<file path="config.mk">
export PLATFORM = sky130hd
export DESIGN_NAME = dsa_slot_stack
export DESIGN_NICKNAME = d
export VERILOG_FILES = /design/src/hdl/dsa_pkg.sv /design/src/hdl/dsa_slot_stack.sv
export SDC_FILE = /design/constraint.sdc
export NUM_CORES = 1
export LEC_CHECK = 0
export BUFFER_PORTS_ARGS = -buffer_cell sky130_fd_sc_hd__buf_2
export CAP_MARGIN = 40
export CORE_UTILIZATION = 57
export DETAILED_ROUTE_END_ITERATION = 12
export PLACE_DENSITY = 0.73
export SYNTH_ARGS = -nofsm -noshare
export SYNTH_HDL_FRONTEND = slang
export SYNTH_SLANG_ARGS = --single-unit
</file>
<file path="constraint.sdc">
create_clock -name clk -period 8.2 [get_ports clk]
set_input_delay 1.64 -clock clk [delete_from_list [all_inputs] [get_ports clk]]
set_output_delay 1.64 -clock clk [all_outputs]
set_load 0.005 [all_outputs]
</file>
<file path="src/hdl/dsa_pkg.sv">
// ----------------------------------------------------------------------------
// dsa_pkg
// Shared types, widths and codes of the descriptor slot allocator.
// ----------------------------------------------------------------------------
package dsa_pkg;

  localparam int MAX_DESCRIPTORS = 64;
  localparam int HEAP_SLOTS      = 64;

  localparam int ADDR_W   = 64;
  localparam int SIZE_W   = 13;
  localparam int CAP_W    = 7;
  localparam int IDX_W    = 6;
  localparam int PROD_W   = IDX_W + SIZE_W;
  localparam int CFG_IW   = 3;
  localparam int STK_CW   = $clog2(MAX_DESCRIPTORS + 1);
  localparam int STK_AW   = (MAX_DESCRIPTORS > 1) ? $clog2(MAX_DESCRIPTORS) : 1;
  localparam int DIV_CW   = $clog2(ADDR_W);

  localparam logic [SIZE_W-1:0] SLOT_SIZE_RST = SIZE_W'(32);
  localparam logic [CAP_W-1:0]  SLOT_CAP_RST  = CAP_W'(64);

  typedef enum logic [2:0] {
    ST_OK         = 3'd0,
    ST_NOT_READY  = 3'd1,
    ST_EXHAUSTED  = 3'd2,
    ST_BELOW_BASE = 3'd3,
    ST_MISALIGNED = 3'd4,
    ST_BEYOND_CAP = 3'd5,
    ST_STACK_FULL = 3'd6
  } status_t;

  typedef enum logic [CFG_IW-1:0] {
    CFG_HEAP_READY = 3'd0,
    CFG_SLOT_SIZE  = 3'd1,
    CFG_SLOT_CAP   = 3'd2,
    CFG_CPU_BASE   = 3'd3,
    CFG_GPU_BASE   = 3'd4
  } cfg_reg_t;

  typedef enum logic {
    KIND_ALLOC = 1'b0,
    KIND_FREE  = 1'b1
  } kind_t;

  typedef enum logic [2:0] {
    S_IDLE,
    S_DECODE,
    S_POP_WAIT,
    S_MUL,
    S_ADD,
    S_DIV,
    S_DONE
  } seq_state_t;

  typedef struct packed {
    logic push;
    logic pop;
  } stk_ctrl_t;

endpackage

</file>
<file path="src/hdl/dsa_slot_stack.sv">
// ----------------------------------------------------------------------------
// dsa_slot_stack
// LIFO of returned slot indices in a memory, with registered pop data.
// ----------------------------------------------------------------------------
module dsa_slot_stack
  import dsa_pkg::*;
(
  input  logic             clk,
  input  logic             rst_n,
  input  stk_ctrl_t        ctrl,
  input  logic [IDX_W-1:0] push_data,
  output logic [IDX_W-1:0] pop_data,
  output logic [STK_CW-1:0] count
);

  logic [IDX_W-1:0]  mem [MAX_DESCRIPTORS];
  logic [STK_CW-1:0] count_r, count_nxt;
  logic [STK_CW-1:0] top_idx;
  logic [IDX_W-1:0]  rd_r;

  assign top_idx = count_r - 1'b1;

  always_comb begin
    count_nxt = count_r;
    if (ctrl.push) begin
      count_nxt = count_r + 1'b1;
    end else if (ctrl.pop) begin
      count_nxt = top_idx;
    end
  end

  always_ff @(posedge clk) begin
    if (!rst_n) begin
      count_r <= '0;
    end else begin
      count_r <= count_nxt;
    end
  end

  always_ff @(posedge clk) begin
    if (ctrl.push) begin
      mem[count_r[STK_AW-1:0]] <= push_data;
    end
    if (ctrl.pop) begin
      rd_r <= mem[top_idx[STK_AW-1:0]];
    end
  end

  assign pop_data = rd_r;
  assign count    = count_r;

endmodule

</file>
-- Yosys cells after proc, flatten, opt, wreduce, memory -nomap -nowiden
Memories as Yosys holds them, arrays and structs flattened. A register that Yosys moved wholly into a read port is not among the register bits.
Index checks and enable logic that the tools add are counted.
- bits in registers: 7
- RAM bits: 384
- bits of input ports: 10
- output and inout bits: 13
- memories kept: 1
- $add $sub $neg: 2
- multiplexer cells: 4
- reduce and logical (&&, ||, !) cells: 1
- memory list (name ; words ; width ; rd ports ; clocked after memory_dff ; wr ports ; RTL line ; text):
    mem ; 64 ; 6 ; 1 ; 1 ; 1 ; dsa_slot_stack.sv:16 ; logic [IDX_W-1:0] mem [MAX_DESCRIPTORS];
- operators by type and width (cell ; number):
    7-bit 2-to-1 mux ; 2
    7-bit by 1-bit adder with 7-bit output (second input constant) ; 1
    7-bit by 1-bit subtractor with 7-bit output (second input constant) ; 1
    1-bit 2-to-1 mux ; 2
    2-bit nonzero test ; 1

-- Longest topological paths before layout
- depth in word-level cells: 3
- mapped depth: 13
- depth with buffers taken out: 7

-- Worst setup path before layout
OpenSTA, ideal clock, no wires.
- path kind: reg2reg
- start point: register count_r[0], in the netlist count[0]
- end point: register rd_r[2], in the netlist pop_data[2], read port of mem (data pin)
- arrival: 2.842 ns
- data required time: 7.932 ns
- slack: 5.091 ns
- cell stages (with the launch flop): 13
- path through: dfxtp_1 buf_2 buf_6 buf_2 inv_2 ha_1 buf_4 xor2_4 buf_6 mux4_2 mux2_2 o211ai_1 o32ai_1
- cells in the longest elaborated chain, start to end: 1
- ends and longest elaborated chain (what ; RTL line ; text):
    start, declared ; dsa_slot_stack.sv:17 ; logic [STK_CW-1:0] count_r, count_nxt;
    start signal, assigned ; dsa_slot_stack.sv:36 ; count_r <= count_nxt;
    7-bit by 1-bit subtractor with 7-bit output ; dsa_slot_stack.sv:21 ; assign top_idx = count_r - 1'b1;
    end, declared ; dsa_slot_stack.sv:19 ; logic [IDX_W-1:0] rd_r;
Every way passes these cells.
A chain may end at the register's enable or synchronous reset.

-- Worst setup path in the final report
- start point: register count_r[1], in the netlist count[1]
- end point: register rd_r[3], in the netlist pop_data[3], read port of mem (data pin)
The elaborated chain is that of the path after synthesis.

==> impl_metrics.py <==
metrics = {
    "clock_network": {
        "cts_hold_repair.buffers": 0,
        "cts_setup_buffers": 0,
        "root_buffer": "clkbuf_16",
        "clk_pin_slew_ns": 0.06,
        "clk_latency_ns": 0.53,
        "cts.sinks": 397,
        "htreeDepth": 2,
        "cts_resized": 0,
        "tritoncts": "built",
        "cts_buffers": 38,
        "clock_path_buffers": 3,
    },
    "yosys": {
        "postSynthAreaPerCell_sq_um": 18.80,
        "synthesis.nets": 852,
        "syn_inst": 840,
        "ys.flop_type": "edfxtp_1",
        "synth_area_sq_um": 15790,
        "synth_seq_cells": 397,
        "synth-async-reset-ratio_pct": 0,
        "ys_warn_count": 0,
        "ys_types": 43,
        "synth_edf_count": 390,
        "ys_seq_area_share_pct": 75.04,
    },
    "pwr": {
        "power_density_nw_per_um2": 269.4,
        "cellLeakagePower_nw": 5.514,
        "power_w": 0.004755,
        "peakVddDrop_v": 0.0001897,
    },
    "route": {
        "viasPerCell": 6.367,
        "avgRoutedWirePerCell_microns": 26.25,
        "wirelength_mm": 33.37,
        "drt-pass1-iter-count": 5,
        "ant_nets": 0,
        "first_iter_violations": 996,
        "vias": 8092,
        "drcViolationCount": 0,
    },
    "finish": {
        "layout_commonest_cell": "edfxtp_1",
        "seqCellArea_sq_um": 11860,
        "areaGrowthSynthToFinish_pct": 11.73,
        "antennaDiodeCount": 0,
        "final_cell_mix": "390 x edfxtp_1, 114 x nor2_1, 96 x mux4_2",
        "multi_input_area_sq_um": 3712,
        "layout-drive-gt1-share_pct": 22.80,
        "nFillCells": 1730,
        "fin_area_sq_um": 17650,
        "final_nets": 883,
    },
    "sta": {
        "period_minus_slack_ns": 3.795,
        "hold_violations": 0,
        "finalClockSkew_ns": 0.01934,
        "rsz0062_at_grt": "false",
        "worst_slew_pin_slew_ns": 0.9323,
        "max_freq_ghz": 0.2635,
        "fin_crit_sh_pct": 46.28,
        "fin_tns_setup_ns": 0,
        "slew_headroom_pct": 37.72,
        "setup_viol": 0,
        "slew_viol_final": 0,
    },
    "floorplanning": {
        "ios": 23,
        "rows": 60,
        "die_area_sq_um": 28380,
        "die_h_microns": 168.5,
        "core-area_sq_um": 27100,
        "die_w_microns": 168.5,
        "initial_core_util_pct": 58.28,
    },
    "setup_path": {
        "reg2regPathDepth": 8,
        "rr_startpoint": "count[1]",
        "worst-setup-path-type": "flop to flop",
        "crit_fanout": 37,
        "crit_arrival_ns": 4.04,
        "regToRegSetupSlack_ns": 4.41,
        "start_kind": "flop",
        "crit_slowest_cell": "dfxtp_1",
        "r2r-end": "pop_data[3]",
        "end_kind": "flop",
        "path_cells": "inv_1 > ha_4 > buf_4 > buf_12 > mux4_2 > mux2_2 > o211ai_1 > o32ai_1",
        "cp_top_family": "buffers and inverters",
        "crit_buf_inv": 3,
        "slowest_delay_ns": 0.66,
        "required_ns": 8.44,
    },
    "placed_design": {
        "placed_area_sq_um": 16390,
        "port_buffers": 22,
        "dp_hpwl_mm": 20.76,
        "globalplace.congestion": 0.8476,
    },
    "global_route": {
        "grt_max_degree": 49,
        "grt_usage_pct": 24.61,
        "grt_pass1_wl_mm": 51.05,
        "gr-total-overflow": 0,
        "grt_pass1_vias": 8107,
        "antenna_found_initial": 1,
    },
    "run_status": {
        "status": "completed",
    },
    "worst_hold_path": {
        "hp-start": "count[6]",
        "hold_path.class": "flop to flop",
        "hold-path-cell-count": 2,
        "whs_endpoint": "count[6]",
    },
    "flow_run": {
        "maxCapViolCount": 0,
    },
}
metal layers:
metal	GRT usage (%)	wire, microns	vias to the layer above
met5	0	8	-
met4	8.182	1116	2
met3	4.045	2686	91
met2	38.50	16020	430
met1	36.06	13530	4151
li1	-	-	3418
state kept, by name, indices dropped and copies added, names as in the netlist:
signal and cells:
mem 384, count 7, pop_data 6
worst max path at each step:
stage | startpoint | end | depth (start not counted)
2_1_floorplan | count[0] | pop_data[2] | 12
3_3_place_gp | count[0] | pop_data[3] | 7
3_5_place_dp | count[0] | pop_data[3] | 8
4_1_cts | count[0] | pop_data[3] | 8
5_1_grt | count[0] | pop_data[3] | 8
6_report | count[1] | pop_data[3] | 8
synth_stat cells (all sizes together), types with 7 or more instances:
master	n	share of area (%)
and2	11	0.44
clkbuf	27	0.64
buf	23	0.88
mux4	96	14
dfxtp	7	0.89
nand2	53	1.3
nor2	114	2.7
o211ai	12	0.57
nand3	18	0.57
edfxtp	390	74
o21ai	8	0.25
o22ai	15	0.59
cells by family (layout without fill, tap and decap cells):
kind of cell    after synthesis  count (layout)  synth area share, %
simple gates                218             218                5.862
buf+inv                      54             113                1.616
flops                       397             397                75.04
xor+xnor                      9               9               0.6180
mux                         103             103                14.18
fa+ha+maj                     2               2               0.1584
compound gates               57              57                2.527
power by group:
group | switching [W] | internal, W
clock | 0.000724 | 0.00106
combinational | 0.000401 | 0.000271
sequential | 0.0000331 | 0.00227
total | 0.00116 | 0.00360
area by class of cell:
class	instances	share of cell area, %
clock inverters	23	1.482
multi-input cells	389	21.04
clock buffers	45	5.658
inverters	4	0.08508
well taps	372	2.638
flip-flops and latches	397	67.18
repair buffers	41	1.921
worst register-to-register path: stages, from the launching register on:
cell	delay, ns
dfxtp_1	0.66
inv_1	0.22
ha_4	0.66
buf_4	0.50
buf_12	0.29
mux4_2	0.36
mux2_2	0.29
o211ai_1	0.35
o32ai_1	0.18
metrics by stage:
stage / util [%] / setup WS (ns) / hold WS, ns / cells
floorplan: - / 5.091 / 0.5702 / 840
global placement: 59.82 / 4.277 / 0.6086 / 1191
detailed placement: 60.47 / 4.357 / 0.6023 / 1203
CTS: 65.12 / 4.341 / 0.6263 / 1271
global route: 65.12 / 4.187 / 0.6388 / 1271
finish: 65.12 / 4.405 / 0.6165 / 1271
Note: power is estimated with default switching activity, not from simulation.
