`src/hdl/dsa_pkg.sv`:
```
// ----------------------------------------------------------------------------
// dsa_pkg
// Shared types, widths and codes of the descriptor slot allocator.
// ----------------------------------------------------------------------------
package dsa_pkg;

  localparam int MAX_DESCRIPTORS = 64;
  localparam int HEAP_SLOTS      = 64;

  localparam int ADDR_W   = 64;
  localparam int SIZE_W   = 13;
  localparam int CAP_W    = 7;
  localparam int IDX_W    = 6;
  localparam int PROD_W   = IDX_W + SIZE_W;
  localparam int CFG_IW   = 3;
  localparam int STK_CW   = $clog2(MAX_DESCRIPTORS + 1);
  localparam int STK_AW   = (MAX_DESCRIPTORS > 1) ? $clog2(MAX_DESCRIPTORS) : 1;
  localparam int DIV_CW   = $clog2(ADDR_W);

  localparam logic [SIZE_W-1:0] SLOT_SIZE_RST = SIZE_W'(32);
  localparam logic [CAP_W-1:0]  SLOT_CAP_RST  = CAP_W'(64);

  typedef enum logic [2:0] {
    ST_OK         = 3'd0,
    ST_NOT_READY  = 3'd1,
    ST_EXHAUSTED  = 3'd2,
    ST_BELOW_BASE = 3'd3,
    ST_MISALIGNED = 3'd4,
    ST_BEYOND_CAP = 3'd5,
    ST_STACK_FULL = 3'd6
  } status_t;

  typedef enum logic [CFG_IW-1:0] {
    CFG_HEAP_READY = 3'd0,
    CFG_SLOT_SIZE  = 3'd1,
    CFG_SLOT_CAP   = 3'd2,
    CFG_CPU_BASE   = 3'd3,
    CFG_GPU_BASE   = 3'd4
  } cfg_reg_t;

  typedef enum logic {
    KIND_ALLOC = 1'b0,
    KIND_FREE  = 1'b1
  } kind_t;

  typedef enum logic [2:0] {
    S_IDLE,
    S_DECODE,
    S_POP_WAIT,
    S_MUL,
    S_ADD,
    S_DIV,
    S_DONE
  } seq_state_t;

  typedef struct packed {
    logic push;
    logic pop;
  } stk_ctrl_t;

endpackage

```
`src/hdl/dsa_divider.sv`:
```
// ----------------------------------------------------------------------------
// dsa_divider
// Restoring divider, one quotient bit per cycle, 64-bit by 13-bit.
// ----------------------------------------------------------------------------
module dsa_divider
  import dsa_pkg::*;
(
  input  logic              clk,
  input  logic              rst_n,
  input  logic              start,
  input  logic [ADDR_W-1:0] dividend,
  input  logic [SIZE_W-1:0] divisor,
  output logic              done,
  output logic [ADDR_W-1:0] quotient,
  output logic [SIZE_W-1:0] remainder
);

  logic              busy_r, busy_nxt;
  logic              done_r, done_nxt;
  logic [DIV_CW-1:0] cnt_r, cnt_nxt;
  logic [ADDR_W-1:0] quo_r, quo_nxt;
  logic [SIZE_W-1:0] rem_r, rem_nxt;
  logic [SIZE_W-1:0] dvs_r, dvs_nxt;
  logic [SIZE_W:0]   rem_sh;
  logic              ge;

  assign rem_sh = {rem_r, quo_r[ADDR_W-1]};
  assign ge     = (rem_sh >= {1'b0, dvs_r});

  always_comb begin
    busy_nxt = busy_r;
    done_nxt = 1'b0;
    cnt_nxt  = cnt_r;
    quo_nxt  = quo_r;
    rem_nxt  = rem_r;
    dvs_nxt  = dvs_r;
    if (start) begin
      busy_nxt = 1'b1;
      cnt_nxt  = '0;
      quo_nxt  = dividend;
      rem_nxt  = '0;
      dvs_nxt  = divisor;
    end else if (busy_r) begin
      quo_nxt = {quo_r[ADDR_W-2:0], ge};
      rem_nxt = ge ? SIZE_W'(rem_sh - {1'b0, dvs_r}) : rem_sh[SIZE_W-1:0];
      cnt_nxt = cnt_r + 1'b1;
      if (cnt_r == DIV_CW'(ADDR_W - 1)) begin
        busy_nxt = 1'b0;
        done_nxt = 1'b1;
      end
    end
  end

  always_ff @(posedge clk) begin
    if (!rst_n) begin
      busy_r <= 1'b0;
      done_r <= 1'b0;
      cnt_r  <= '0;
    end else begin
      busy_r <= busy_nxt;
      done_r <= done_nxt;
      cnt_r  <= cnt_nxt;
    end
  end

  always_ff @(posedge clk) begin
    quo_r <= quo_nxt;
    rem_r <= rem_nxt;
    dvs_r <= dvs_nxt;
  end

  assign done      = done_r;
  assign quotient  = quo_r;
  assign remainder = rem_r;

endmodule

```
`config.mk`:
```
export PLATFORM = sky130hd
export DESIGN_NAME = dsa_divider
export DESIGN_NICKNAME = d
export VERILOG_FILES = /design/src/hdl/dsa_pkg.sv /design/src/hdl/dsa_divider.sv
export SDC_FILE = /design/constraint.sdc
export NUM_CORES = 1
export LEC_CHECK = 0
export ABC_CLOCK_PERIOD_IN_PS = 7600
export BUFFER_PORTS_ARGS = -buffer_cell sky130_fd_sc_hd__buf_4
export CORE_ASPECT_RATIO = 0.75
export CORE_MARGIN = 3
export CORE_UTILIZATION = 55
export CTS_CLUSTER_SIZE = 12
export DETAILED_ROUTE_END_ITERATION = 8
export GPL_ROUTABILITY_DRIVEN = 0
export PLACE_DENSITY_LB_ADDON = 0.1
export SLEW_MARGIN = 25
export SYNTH_ARGS = -nofsm -noshare
export SYNTH_HDL_FRONTEND = slang
export SYNTH_SLANG_ARGS = --single-unit
```
`constraint.sdc`:
```
create_clock -name clk -period 7.6 [get_ports clk]
set_input_delay 0.76 -clock clk [delete_from_list [all_inputs] [get_ports clk]]
set_output_delay 0.76 -clock clk [all_outputs]
set_load 0.03 [all_outputs]
```
==> After elaboration in Yosys (flattened, before gate mapping) <==
Cells that the tools add are included.
{ "op_classes": {"reduce_logical": 3, "n_eq_ne": 1, "order_cmp": 1, "n_bitwise": 2, "muxes": 7, "addsub": 2} }
{ "ops": {"columns": ["cell", "n"], "rows": [
  ["two-way mux 64 bit", 2],
  [">= comparator 14 x 13 -> 1 bit", 1],
  ["two-way mux 13 bit", 1],
  ["subtractor 13 bit", 1],
  ["adder 6 x 1 -> 6 bit (second input constant)", 1],
  ["== test 6 bit (second input constant)", 1],
  ["two-way mux 1 bit", 4],
  ["OR reduction 3 bit", 1],
  ["inverter 1 bit", 2],
  ["nonzero test 2 bit", 1],
  ["OR reduction 2 bit", 1]
]} }
{ "totals": {"regBits": 98, "output_inout_bits": 78, "wordCells": 22} }

==> Logic depth before layout (Yosys ltp) <==
Gate-level depths: netlist (run 1).
{ "logic_depth": {"depth_word": 4, "mapped_depth": 11, "ltp_nobuf": 10} }

==> Worst setup path after synthesis (run 1) <==
Ideal clock, no wire load.
{ "synth_path": {"kind": "reg-to-reg", "startpoint": "reg quo_r[63], in the netlist quotient[63]", "endpoint": "reg quo_r[0], in the netlist quotient[0], data pin", "t_arrival_ps": 2547, "period_less_slack_ps": 2807, "path_buffers": 1, "stages_incl_launch_ff": 12, "setup_slack_ps": 4793, "cell_sequence": "edfxtp_1 inv_1 ha_1 inv_1 fa_1 a21o_1 a221oi_2 a21o_1 a21o_1 buf_6 nand2_1 mux2_2"} }
{ "synth_between": {"elab_chain_len": 3} }
{ "synth_lines": {"columns": ["element", "line", "text"], "rows": [
  ["start, declared", "dsa_divider.sv:21", "logic [ADDR_W-1:0] quo_r, quo_nxt;"],
  ["start signal, assigned", "dsa_divider.sv:67", "quo_r <= quo_nxt;"],
  [">= comparator 14 x 13 -> 1 bit", "dsa_divider.sv:28", "assign ge = (rem_sh >= {1'b0, dvs_r});"],
  ["two-way mux 64 bit", "dsa_divider.sv:43", "end else if (busy_r) begin"],
  ["two-way mux 64 bit", "dsa_divider.sv:37", "if (start) begin"],
  ["via quo_nxt[0]", "dsa_divider.sv:21", null]
]} }
The timed path passes the listed nets, and every way through them passes these cells. The select of a mux whose other input is x is not followed.
A chain may end at the register's enable or synchronous reset.

==> Worst setup path after layout (run 1) <==
Same ends and word-level chain as after synthesis.

==> metrics, run 1 <==
run status=complete, no violations; gr usage total=0.232; Placed Instances=608; FMAX=336 MHz; Post-synth ARST share=0; share of the clock period used by the worst path=0.392; number of primary I/O pins=158; sequential cell area fraction in the yosys report=0.574; register area=2730 sq um; most used cell, CP=a21o_1; Crit path buffers/inverters=2; syn nets=457; synth unique cells=55; compound-gate portion of the synthesized area=0.108; Layout area overhead=32.6%; clock slew at reported path FFs=0.07 ns; combinational share of power=0.248; post-route minimum period=2.98 ns; worst stage delay on the critical path=0.41 ns; Power Density=239 nW/um^2; largest family of logic cells by synthesized area=multiplexers; die height=86.6 microns; Simple-Gate Fraction of Synth Area=0.0725; H-tree depth=3; clk_skew=0.00478 ns; filler-free cell count of the finished design=624; multiplexer share of the synthesized area=0.153; Worst path slowest cell=edfxtp_1; Chip Width=113 microns; Crit path arrival time=3.07 ns; ys flop type=edfxtp_1; layout cells sized above 1=0.470; first-pass GRT wire length=17600 microns; critical path endpoint category=register; flops & latches, synth=98; register share of total power=0.448; port bufs=157; post-synth top area share=0.486; vias in the first global route=3469; Worst slew margin=0.528; RSZ-0062 raised after global routing=false; top cells by area, synth=edfxtp_1, mux2_2, dfxtp_1; WS Path Type=register to register; antenna cells=0; pin count of the biggest net entering global routing=60; cts hold-fix bufs=0; startpoint class of the critical path=register; EDFF count, synth=77; FILL cells=521; CTS tree=built; Max-cap violations=0; Placeable Area=8160 sq um; Resize count post-CTS=0; CP Data Required Time=7.69 ns; Sink Count=98; Rows=28; WL final=11400 microns; vias=3531; Skew-Pair Late Insertion Delay=0.34 ns; P_leak=2.64 nW; post-synth top area cell=edfxtp_1; Final nets=609; Hold/Removal Path Class=register to register; XOR/XNOR Fraction of Synth Area=0.0202; initial antenna violation count=0; First-pass DRT Iterations=6; crit-path max FO=11; most frequent cell after synthesis=edfxtp_1; Pins Over Slew Limit=0; synth cell count leaders=edfxtp_1, mux2_2, nor2_1, dfxtp_1; Clk pwr share=0.304; # Post-CTS Setup Buffers=0; starting density of the core=0.583; synthesized area per cell=13.2 sq um; DRC viols=0; setup violators final=0; crit path cell chain=inv_1, ha_1, inv_1, fa_1, a21o_1, a221oi_2, a21o_1, a21o_1, nand2_1, mux2_2; synthesized area=4760 sq um; final hold viol count=0; total grt overflow=0; DR WL/cell=18.2 microns; cell family with most CP delay=compound AO/OA/AOI/OAI gates; CTS Buf Count=9; Final ANT Viol Nets=0; Adder-Cell Fraction of Synth Area=0.0410; Switching Fraction=0.294; NetSw=443 uW; Max clock buf depth=2; peak supply drop=0.191 mV; drt initial violations=260; post-DP HPWL=8330 microns; area occupied by multi-input gates=1880 sq um; worst slew pin tran=0.707 ns; Clock Tree Root=clkbuf_16; Internal=1.06 mW; routed vias/inst=5.66; Post-Synthesis Cells=362; full die area=9820 sq um; synth warn=0; setup total negative slack=0 ns
[stage by stage]
step	hold slack (ns)	area [sq um]	total power, mW	utilization	setup WS, ns
CTS	0.499	6310	1.52	0.774	4.65
floorplan	0.454	4760	0.915	-	4.79
detailed placement	0.485	6010	1.06	0.736	4.66
global route	0.553	6320	1.57	0.774	4.42
finish	0.503	6320	1.51	0.774	4.62
global placement	0.469	6010	1.05	0.736	4.73
[flip-flops by register name, summed over array words and instances, names as in the netlist]
| name | flops |
|---|---|
| quotient | 64 |
| dvs_r | 13 |
| remainder | 13 |
| cnt_r | 6 |
| busy_r | 1 |
| done | 1 |
[kinds of logic (layout without fill, tap and decap cells)]
logic type                 after synthesis  count (layout)
buffers and inverters                   35             192
DFF                                     98              98
AOI/OAI and AO/OA                       70              70
xor gates and xnor gates                11              11
muxes                                   65              65
adders and majority gates               15              15
and+or+nand+nor                         68              68
[routing by layer]
layer | GRT usage | vias to the layer above | routed length (microns)
li1 | - | 1697 | -
met1 | 0.319 | 1654 | 4740
met2 | 0.366 | 166 | 5320
met3 | 0.0677 | 14 | 1200
met4 | 0.0600 | 0 | 116
met5 | 0 | - | 0
[layout by cell type (no fill, tap or decap), types with 2 or more instances in the layout]
cell type    n
dfxtp_1     20
a21o_1       8
xnor2_1      6
nor2_1      23
a311oi_1     9
nand3_1     10
clkbuf_16   11
o21a_1       3
a21oi_1      9
nand2_1     10
a221oi_1     2
o211ai_1     3
ha_1        14
nor3b_1      3
mux2_2      64
inv_1       16
o31a_1       2
buf_4      160
or4_1        2
o311ai_0     2
edfxtp_1    77
nor4_1       2
nor2b_1      2
and3_2       2
xor2_1       5
nand4_1      4
a211oi_1     2
or3_1        3
o21ai_1      5
o21ai_0     10
[final cells by class]
type                    instances  area share
flip-flops and latches         98       0.433
multi-input cells             229       0.298
repair buffers                160       0.190
clock buffers                  12      0.0442
well taps                     105      0.0208
inverters                      16     0.00951
clock inverters                 4     0.00456
[final timing paths]
path	end	from	slack, ns	cells after the start
max reg2reg	quotient[0]	quotient[63]	4.62	10
max	quotient[0]	quotient[63]	4.62	10
min reg2reg	cnt_r[5]	cnt_r[5]	0.50	2
min	cnt_r[5]	cnt_r[5]	0.50	2
[tightest hold or removal path, stage by stage, from the launching register on]
cell     delay [ns]
dfxtp_1        0.32
o21ai_0        0.08
a21oi_1        0.06
[power groups by stage]
stage | clock network, mW | logic [mW] | registers (mW)
after floorplan | 0 | 0.153 | 0.763
after global placement | 0 | 0.364 | 0.683
after detailed placement | 0 | 0.371 | 0.686
after CTS | 0.467 | 0.373 | 0.675
after global routing | 0.485 | 0.399 | 0.683
final | 0.458 | 0.374 | 0.675
(Power assumes the default switching activity.)
==> run 2, diff against run 1 <==
ABC_CLOCK_PERIOD_IN_PS = 2900   (was 7600)
CORE_UTILIZATION = 51   (was 55)
clock period = 2.9 ns   (was 7.6 ns; I/O delays follow)
==> run 2 against run 1 <==
Clock skew grew 0.0032 ns. Critical path depth grew 1. Sequential power grew to 2.6 times the previous value. Via count is essentially flat. Flip-flop and latch count is the same. First-iteration DRC count shrank 15%. Largest power group unchanged. Core utilization shrank 5.0 points. Count of clock-buffer cells in the layout shrank 3. Non-clock buffer count grew 3. Cell count grew 3.5%. Maximum frequency grew 11%. Clock power grew 140%.
==> metrics, run 2 (synthesized netlist as in run 1, its figures left out) <==
commonest cells after routing, fill and taps aside=buf_4, edfxtp_1, mux2_2; Chip Width=118 microns (+3.6%); initial antenna violation count=0 (unchanged); crit path cell chain=inv_1, ha_1, inv_1, fa_1, a21o_1, a221oi_2, a21o_1, a21o_1, buf_4, nand3_1, a311oi_1; post-DP HPWL=8110 microns (-2.6%); final hold viol count=0 (unchanged); Crit Reg-Reg Startpoint=quotient[63]; combinational share of power=0.258 (+0.010); final core utilization=0.724 (-0.0500); vias in the first global route=3264 (-5.9%); P_leak=2.64 nW (about the same); Max-cap violations=0 (unchanged); peak supply drop=0.456 mV (+140%); Placeable Area=8780 sq um (+7.6%); Clk pwr share=0.287 (-0.017); met1 usage=0.276 (-0.0433); WL final=11200 microns (-1.6%); run status=complete, no violations; FMAX=372 MHz (+11%); Final ANT Viol Nets=0 (unchanged); WS Path Type=register to register; Internal=2.69 mW (+150%); Power Density=608 nW/um^2 (+150%); Hold Crit Start=divisor[11]; Worst path slowest cell=fa_1; setup total negative slack=0 ns (unchanged); total grt overflow=0 (unchanged); GRT Max-Usage Layer=met2; crit path launch=quotient[63]; Worst slew margin=0.597 (+0.0687); critical path endpoint category=register; Sink Count=98 (unchanged); cts hold-fix bufs=0 (unchanged); GR Util met2=0.307 (-0.0590); FILL cells=660 (+27%); number of primary I/O pins=158 (unchanged); most used cell, CP=a21o_1; Hold/Removal Path Class=input pin to register; Clock Tree Root=clkbuf_16; drt initial violations=221 (-15%); DRC viols=0 (unchanged); Final nets=612 (+0.49%); share of the clock period used by the worst path=0.928 (+0.536); CTS Buf Count=9 (unchanged); Crit path arrival time=2.92 ns (-0.15 ns); worst slew pin tran=0.604 ns (-0.103 ns); commonest non-fill, non-tap cell in the layout=buf_4; max FFs per register=64 (unchanged); register share of total power=0.456 (+0.008); full die area=10500 sq um (+7.4%); Layout area overhead=33.4%; # Post-CTS Setup Buffers=0 (unchanged); Skew-Pair Late Insertion Delay=0.33 ns (about the same); CTS tree=built; port bufs=157 (unchanged); clk_skew=0.00799 ns (+0.00321 ns); routed vias/inst=5.47 (-3.4%); die height=89.7 microns (+3.6%); Pins Over Slew Limit=0 (unchanged); Max clock buf depth=2 (unchanged); RSZ-0062 raised after global routing=false; Rows=29 (+3.6%); design area=6350 sq um (+0.61%); CP Data Required Time=3.13 ns (-4.56 ns); starting density of the core=0.542 (-0.0411); clock slew at reported path FFs=0.07 ns (about the same); antenna cells=0 (unchanged); post-route minimum period=2.69 ns (-0.286 ns); First-pass DRT Iterations=4 (-2); placed instance area=6080 sq um (+1.2%); NetSw=1.17 mW (+160%); Crit path buffers/inverters=3 (+1); pin count of the biggest net entering global routing=65 (+8.3%); worst stage delay on the critical path=0.40 ns (about the same); met3 GRT Util=0.0651 (-0.00257); setup violators final=0 (unchanged); DR WL/cell=17.3 microns (-4.9%); crit-path max FO=9 (-2); startpoint class of the critical path=register; Resize count post-CTS=0 (unchanged); cell family with most CP delay=compound AO/OA/AOI/OAI gates; Switching Fraction=0.303 (+0.00943); H-tree depth=3 (unchanged); gr usage total=0.197 (-0.0348); layout cells sized above 1=0.473 (+0.00305); first-pass GRT wire length=16400 microns (-7.1%); total power=3.86 mW (+160%); vias=3532 (+0.028%)
==> run 2: worst reg2reg max path: stages, from the launching register on <==
cell      delay (ns)
edfxtp_1        0.39
inv_1           0.09
ha_1            0.19
inv_1           0.06
fa_1            0.40
a21o_1          0.22
a221oi_2        0.28
a21o_1          0.19
a21o_1          0.18
buf_4           0.18
nand3_1         0.09
a311oi_1        0.34
==> run 2: routing by layer <==
layer	routed length (microns)	vias to the layer above
li1	-	1702
met1	5060	1667
met2	5090	158
met3	993	5
met4	53	0
met5	0	-
==> run 2: final cells by class <==
type	instances	area, sq um	area share
Sequential cell	98	2730	0.430
Multi-Input combinational cell	229	1880	0.296
Timing Repair Buffer	163	1250	0.196
Clock buffer	9	225	0.0354
Tap cell	124	155	0.0244
Inverter	16	60.1	0.00945
Clock inverter	7	51.3	0.00807
==> run 2: power groups by stage <==
stage	Sequential (mW)	Combinational (mW)	Clock, mW
global route	1.78	1.06	1.19
CTS	1.76	0.994	1.14
detailed placement	1.79	0.990	0
global placement	1.79	0.974	0
finish	1.76	0.994	1.11
floorplan	2.00	0.400	0
==> run 2: worst paths after layout <==
check	to	slack, ns	cells past startpoint
setup / recovery	remainder[4]	0.21	11
hold / removal	dvs_r[11]	0.13	1
setup reg to reg	remainder[4]	0.21	11
hold reg to reg	cnt_r[5]	0.50	2
==> run 2: per-stage QoR <==
stage          hold WS [ns]  setup WS [ns]  std cells
3_3_place_gp          0.468          0.340        630
4_1_cts               0.122          0.240        646
3_5_place_dp          0.469          0.243        630
2_1_floorplan         0.389         0.0933        362
6_report              0.134          0.209        646
5_1_grt               0.116         0.0539        646
